[src/sv/ipu_pkg.sv]
package ipu_pkg;

    // fixed-point formats
    localparam int FRAC      = 28;
    localparam int PIX_W     = 16;
    localparam int COORD_W   = 32;
    localparam int WIDE_W    = 48;
    localparam int SUM_W     = 52;
    localparam int DIV_STEPS = PIX_W + FRAC;

    typedef logic signed [COORD_W-1:0] coord_t;
    typedef logic signed [WIDE_W-1:0]  wide_t;
    typedef logic signed [SUM_W-1:0]   sum_t;

    // one point between iteration stages
    typedef struct packed {
        coord_t x0;
        coord_t y0;
        coord_t xc;
        coord_t yc;
    } iter_ctx_t;

    // saturation bounds, held at sum width
    localparam sum_t WIDE_HI  = sum_t'({1'b0, {(WIDE_W-1){1'b1}}});
    localparam sum_t WIDE_LO  = -WIDE_HI - 1;
    localparam sum_t COORD_HI = sum_t'({1'b0, {(COORD_W-1){1'b1}}});
    localparam sum_t COORD_LO = -COORD_HI - 1;

    function automatic wide_t to_wide(input coord_t c);
        return WIDE_W'(c);
    endfunction

    function automatic sum_t to_sum(input wide_t w);
        return SUM_W'(w);
    endfunction

    // clamp a sum to the wide Q20.28 range
    function automatic wide_t wsat(input sum_t v);
        wide_t r;
        if (v > WIDE_HI)
            r = wide_t'(WIDE_HI);
        else if (v < WIDE_LO)
            r = wide_t'(WIDE_LO);
        else
            r = wide_t'(v);
        return r;
    endfunction

    // clamp a sum to the Q4.28 coordinate range
    function automatic coord_t csat(input sum_t v);
        coord_t r;
        if (v > COORD_HI)
            r = coord_t'(COORD_HI);
        else if (v < COORD_LO)
            r = coord_t'(COORD_LO);
        else
            r = coord_t'(v);
        return r;
    endfunction

endpackage

[src/sv/ipu_div.sv]
module ipu_div
    import ipu_pkg::*;
(
    input  logic               clk,
    input  logic               rst_n,
    input  logic               in_valid,
    input  logic signed [PIX_W:0] diff,
    input  logic [PIX_W-1:0]   divisor,
    output logic               out_valid,
    output coord_t             coord
);

    localparam logic [DIV_STEPS-1:0] POS_LIM = DIV_STEPS'({1'b0, {(COORD_W-1){1'b1}}});
    localparam logic [DIV_STEPS-1:0] NEG_LIM = POS_LIM + 1;

    logic                 vld_next [0:DIV_STEPS];
    logic                 vld_reg  [0:DIV_STEPS];
    logic [PIX_W-1:0]     mag_next [0:DIV_STEPS];
    logic [PIX_W-1:0]     mag_reg  [0:DIV_STEPS];
    logic [PIX_W-1:0]     rem_next [0:DIV_STEPS];
    logic [PIX_W-1:0]     rem_reg  [0:DIV_STEPS];
    logic [DIV_STEPS-1:0] quo_next [0:DIV_STEPS];
    logic [DIV_STEPS-1:0] quo_reg  [0:DIV_STEPS];
    logic                 neg_next [0:DIV_STEPS];
    logic                 neg_reg  [0:DIV_STEPS];
    logic [PIX_W:0]       trial;
    logic                 fits;
    logic [DIV_STEPS-1:0] q;
    coord_t               coord_next, coord_reg;
    logic                 out_vld_reg;

    // entry stage and one restoring quotient bit per stage
    always_comb
    begin
        trial        = '0;
        fits         = 1'b0;
        vld_next[0]  = in_valid;
        neg_next[0]  = diff < 0;
        mag_next[0]  = (diff < 0) ? PIX_W'(-diff) : diff[PIX_W-1:0];
        rem_next[0]  = '0;
        quo_next[0]  = '0;
        for (int k = 1; k <= DIV_STEPS; k++)
        begin
            trial       = {rem_reg[k-1], mag_reg[k-1][PIX_W-1]};
            fits        = trial >= {1'b0, divisor};
            rem_next[k] = fits ? PIX_W'(trial - {1'b0, divisor}) : trial[PIX_W-1:0];
            quo_next[k] = {quo_reg[k-1][DIV_STEPS-2:0], fits};
            mag_next[k] = mag_reg[k-1] << 1;
            neg_next[k] = neg_reg[k-1];
            vld_next[k] = vld_reg[k-1];
        end
    end

    // saturate quotient to the coordinate range
    always_comb
    begin
        q = quo_reg[DIV_STEPS];
        if (neg_reg[DIV_STEPS])
            coord_next = (q >= NEG_LIM) ? coord_t'(COORD_LO)
                                        : coord_t'(0) - coord_t'(q[COORD_W-1:0]);
        else
            coord_next = (q > POS_LIM) ? coord_t'(COORD_HI) : coord_t'(q[COORD_W-1:0]);
    end

    always_ff @(posedge clk)
    begin
        for (int k = 0; k <= DIV_STEPS; k++)
        begin
            mag_reg[k] <= mag_next[k];
            rem_reg[k] <= rem_next[k];
            quo_reg[k] <= quo_next[k];
            neg_reg[k] <= neg_next[k];
        end
        coord_reg <= coord_next;
    end

    always_ff @(posedge clk or negedge rst_n)
    begin
        if (!rst_n)
        begin
            for (int k = 0; k <= DIV_STEPS; k++)
                vld_reg[k] <= 1'b0;
            out_vld_reg <= 1'b0;
        end
        else
        begin
            for (int k = 0; k <= DIV_STEPS; k++)
                vld_reg[k] <= vld_next[k];
            out_vld_reg <= vld_reg[DIV_STEPS];
        end
    end

    assign out_valid = out_vld_reg;
    assign coord     = coord_reg;

endmodule

[config.mk]
export PLATFORM = sky130hd
export DESIGN_NAME = ipu_div
export DESIGN_NICKNAME = d
export VERILOG_FILES = /design/src/sv/ipu_pkg.sv /design/src/sv/ipu_div.sv
export SDC_FILE = /design/constraint.sdc
export NUM_CORES = 2
export LEC_CHECK = 0
export ABC_AREA = 1
export BUFFER_PORTS_ARGS = -buffer_cell sky130_fd_sc_hd__buf_2
export CAP_MARGIN = 20
export CORE_ASPECT_RATIO = 1.1
export CORE_MARGIN = 10
export CORE_UTILIZATION = 40
export DETAILED_ROUTE_END_ITERATION = 8
export PLACE_DENSITY = 0.62
export SYNTH_ARGS = -nofsm -noshare
export SYNTH_HDL_FRONTEND = slang
export SYNTH_SLANG_ARGS = --single-unit
[constraint.sdc]
create_clock -name clk -period 3.5 [get_ports clk]
set_input_delay 0.525 -clock clk [delete_from_list [all_inputs] [get_ports clk]]
set_output_delay 0.525 -clock clk [all_outputs]
set_load 0.03 [all_outputs]
After elaboration in Yosys (flattened, before gate mapping)

Memories as Yosys holds them, arrays and structs flattened.
Cells that the tools add are included.

Word-level logic and storage cells: 192
Input bits: 36
Register bits after elaboration: 78
Memories: 4
Output and inout bits: 33
Memory bits (writable): 3465

Mux-type cells: 48
Order comparisons: 47
$add $sub $neg: 46

Memory list:

| name    | words | width | rd ports | clocked after memory_dff | write ports | line          | source |
|---|---|---|---|---|---|---|---|
| quo_reg | 45    | 44    | 45       | 0                        | 45          | ipu_div.sv:23 | `logic [DIV_STEPS-1:0] quo_reg [0:DIV_STEPS];` |
| mag_reg | 45    | 16    | 44       | 0                        | 45          | ipu_div.sv:19 | `logic [PIX_W-1:0] mag_reg [0:DIV_STEPS];` |
| rem_reg | 45    | 16    | 44       | 0                        | 45          | ipu_div.sv:21 | `logic [PIX_W-1:0] rem_reg [0:DIV_STEPS];` |
| neg_reg | 45    | 1     | 45       | 0                        | 45          | ipu_div.sv:25 | `logic neg_reg [0:DIV_STEPS];` |

Operators with widths:

| kind                                                                              | number |
|---|---|
| 17-bit by 16-bit >= comparator with 1-bit output                                  | 44 |
| 16-bit 2-to-1 mux                                                                 | 45 |
| 16-bit subtractor                                                                 | 44 |
| 32-bit 2-to-1 mux                                                                 | 3 |
| 44-bit by 32-bit >= comparator with 1-bit output, second input constant           | 1 |
| 44-bit by 31-bit greater-than comparator with 1-bit output, second input constant | 1 |
| 1-bit by 32-bit subtractor with 32-bit output, first input constant               | 1 |
| 17-bit by 1-bit < comparator with 1-bit output, second input constant             | 1 |
| 16-bit negator                                                                    | 1 |

Logic depth before layout (Yosys ltp)

An unclocked memory read counts as a cell.

Word-level depth: 4
Depth in mapped cells: 15

Worst setup path after synthesis

OpenSTA, ideal clock, no wires.

Path kind: input-to-reg
Start: input divisor[12]
End: memory rem_reg[9][4] (netlist: rem_reg[0][148])
Data arrival time: 2.708 ns
Cell stages on the path: 11
Setup time: 0.112 ns
Slack: 0.680 ns
Required time: 3.388 ns
Path through: inv_1 -> ha_1 -> nand2_1 -> inv_1 -> nand2_1 -> a21oi_1 -> nor3_4 -> nand2_4 -> buf_6 -> nand2_1 -> nand2_1

RTL lines:

| element         | line          | source |
|---|---|---|
| start, declared | ipu_div.sv:8  | `input logic [PIX_W-1:0] divisor,` |
| end, declared   | ipu_div.sv:21 |  |

==> parameters.txt <==
Parameter                              Value

Power
  Internal    between 50 and 60 mW
  Power density cells    between 900 and 1000 mW/mm^2
  Switching power total    just over 40 mW
  PnR Total Power    roughly 97 mW
  Sw Ratio    41.3%
  Sequential share of power    34.3%
  Leakage power total    ~57 nW
  Portion of total power attributed to combinational logic    42.5%
  Part of the total power dissipated in the clock network    23.2%
  IR Drop Worst-Case VDD    0.586 mV

GRT
  Maximum number of pins on one net before global-route repair    between 40 and 50
  First-pass GRT wire length    372 mm
  Vias in the first global route    71,100
  Total grt overflow    0
  Global-route usage over all layers    about 18%
  Number of antenna violations at the first check in global routing    6

Min path
  Path category of the worst min-delay check    in2reg

Timing
  Least setup slack across all paths after layout    roughly 1000 ps
  Crit share post-route    71.4%
  Least-Margin Pin Slew    950 ps
  Count of endpoints failing setup in the final report    0
  Max Slew Vio Count    0
  Hold Slack    ~99 ps
  Max Fclk    about 400 MHz
  Fin Setup TNS    0 ps
  Worst clock skew on the final layout    between 70 and 80 ps
  Final number of hold-violating endpoints    0
  Setup repair after global routing missed its margin    false
  Final critical delay including setup and external delays    between 2000 and 3000 ps
  Headroom to the max-slew limit    between 30% and 40%

Synth
  Most frequent cell after synthesis    nand2_1
  Net Count, Synth    13,600
  Post-Syn Instances    about 13,000
  Number of enable flip-flop cells after synthesis    0
  Proportion of synthesized flip-flops having asynchronous set or reset    roughly 2.4%
  Prevailing post-synth register cell    dfxtp_1
  Cell type with the largest total area after synthesis    dfxtp_1
  Number of distinct library cell variants in the gate-level netlist after synthesis    54
  Yosys warnings    0
  #FFs+latches synth    between 1,500 and 2,000
  Most used standard cells in the synthesized netlist    nand2_1, dfxtp_1, inv_1
  Portion of the post-synthesis area used by sequential elements    about 41%
  Largest cells by area after synthesis    dfxtp_1, nand2_1, ha_1
  Post-synthesis instance area    around 0.094 sq mm
  Post-synth top area share    approximately 40%
  Average size of a mapped cell    around 7.3 sq um

Clock network
  Clock root buffer master    clkbuf_16
  CTS tree    done
  Number of buffers added by the clock tree synthesis step    just under 200
  Clock transition at path regs    about 60 ps
  H-Tree Level Count    4
  Number of buffers inserted by post-CTS setup repair    0
  Number of sinks handled by clock tree synthesis    around 1,900
  Skew-Pair Late Insertion Delay    between 800 and 900 ps
  Clock tree buffer depth    3

Place
  Count of buffers inserted at the top-level ports    68
  Routability congestion estimate    just over 0.9
  Final HPWL DP    ~180 mm
  Worst slack at placement    roughly 390 ps
  Cell area after placement    around 0.098 sq mm
  Number of placed instances, taps included    16,000

Floorplanning
  Core outline area    0.234 sq mm
  Num ports    69
  Die H    about 530 microns
  Initial Utilization    40.3%
  Number of standard-cell rows in the floorplan    roughly 190
  Total Die Area    between 0.2 and 0.3 sq mm
  Die Wd    slightly below 500 microns

Final layout
  Fraction of final layout cells sized beyond drive strength 1    under 10%
  Synth-to-layout area growth    12.1%
  Largest register FFs    just under 1,000
  Final Instance Count excl. Fillers    about 16,000
  Post-layout util    a little under half
  Cell area after layout    0.105 sq mm
  Final-layout fill cell count    23,700
  Total Nets Final    13,900

Route
  Vias per cell    between 4 and 5
  Routed wire length    ~240 mm
  Starting DRC count in detailed routing    between 4,000 and 5,000
  First drt pass iteration count    8
  Detailed-route via count    between 70,000 and 80,000
  Post-DRT Antenna Nets    0
  Wire per inst    approximately 14 microns
  DRC viols    0

Run
  Number of maximum-capacitance constraint violations    0

Worst setup path
  Max stage delay cell, worst path    dlygate4sd3_1
  Critical path required time    ~4300 ps
  Signal arrival time at the worst endpoint    3310 ps
  Most repeated library cell on the critical path    nand2_1
  Worst Setup Start Kind    primary input
  Series of cell instances along the critical path    dlygate4sd3_1 > buf_2 > inv_1 > nand3_1 > nor2_1 > nand2_1 > nor3_1 > nand2_1 > nand2_1 > nand2_1 > dlygate4sd3_1 > nand2_1 > dlygate4sd3_1
  Worst Setup End Kind    flip-flop
  Classification of the worst setup path    in2reg
  Highest cell delay on the worst timing path    between 500 and 600 ps
  Critical path fanouts, max    3

Status
  Outcome    finished, final reports clean
power by group through the flow:
| stage | Combinational (mW) | Sequential [mW] | Clock [mW] |
|---|---|---|---|
| 4_1_cts | 41.3 | 33.5 | 23.3 |
| 2_1_floorplan | 32.9 | 32.2 | 0 |
| 3_5_place_dp | 41.0 | 33.8 | 0 |
| 3_3_place_gp | 40.8 | 33.9 | 0 |
| 5_1_grt | 47.5 | 34.0 | 24.1 |
| 6_report | 41.5 | 33.4 | 22.6 |
final cells by class:
class | instances | area (sq um) | share of cell area, %
antenna | 6 | 15.0 | 0.0142
clock buffer | 246 | 5400 | 5.12
clock inverter | 116 | 1810 | 1.72
inverter | 1881 | 7160 | 6.79
multi-input combinational | 8907 | 46600 | 44.2
sequential | 1937 | 39000 | 37.0
tap | 3102 | 3880 | 3.68
timing repair buffer | 172 | 1560 | 1.48
worst paths after layout:
path / end / slack, ps / start / cells past startpoint
worst max-delay path: mag_reg[0][9] / 1000 / diff[0] / 13
worst max register to register: coord[6] / 1350 / quo_reg[2][569] / 8
worst min-delay path: rem_reg[0][29] / 100 / divisor[14] / 4
min in group asynchronous: vld_next[23] / 340 / rst_n / 2
worst min register to register: mag_reg[0][239] / 270 / mag_reg[0][222] / 0
max in group asynchronous: vld_next[21] / 2560 / rst_n / 2
layer usage:
layer / GRT usage (%) / up-vias / part of all wire (%) / wire length [microns]
met3: 2.56 / 416 / 4.2 / 9890
li1: - / 40400 / - / -
met2: 30.8 / 1495 / 47 / 110000
met4: 6.01 / 4 / 3.2 / 7610
met1: 23.0 / 33900 / 46 / 108000
met5: 0 / - / 0.012 / 29
kinds of logic after synthesis:
group / synth area share, %
xor+xnor: 2.89
compound gates: 2.71
fa+ha+maj: 10.1
buf+inv: 8.94
simple gates: 33.9
flops: 41.5
worst max-delay path: cells and delay by family:
family	cells	cell delay [ps]
AND/OR/NAND/NOR	8	940
buffers and inverters	5	1850
cells in the final DEF, fill, tap and decap left out, types with 15 or more instances in the layout:
master and count:
nand2_1 5017, dfxtp_1 1891, inv_1 1810, nand3_1 878
ha_1 691, nor2_1 563, a21oi_1 395, xor2_1 229
clkbuf_16 200, nand2_2 158, nor3_1 155, nand4_1 155
nand3b_1 140, xnor2_1 81, o21ai_0 67, buf_2 66
nor2_2 61, nand3_2 55, nand2_4 55, buf_4 51
dfrtp_1 46, fa_1 42, inv_4 36, clkinv_2 32
nor2_4 31, bufinv_16 31, inv_2 30, buf_12 30
and2_1 27, dlygate4sd3_1 25, clkbuf_1 24, clkbuf_8 22
inv_6 20, or2_0 19, nor4_2 18, clkinvlp_4 15
repair_timing:
action                                  4_1_cts  5_1_grt
hold endpoints to repair                     64        0
endpoints found under the setup margin        0        0
hold buffers                                 25        0
gates resized for setup                       0        0
Power figures use the tool's default switching activity.
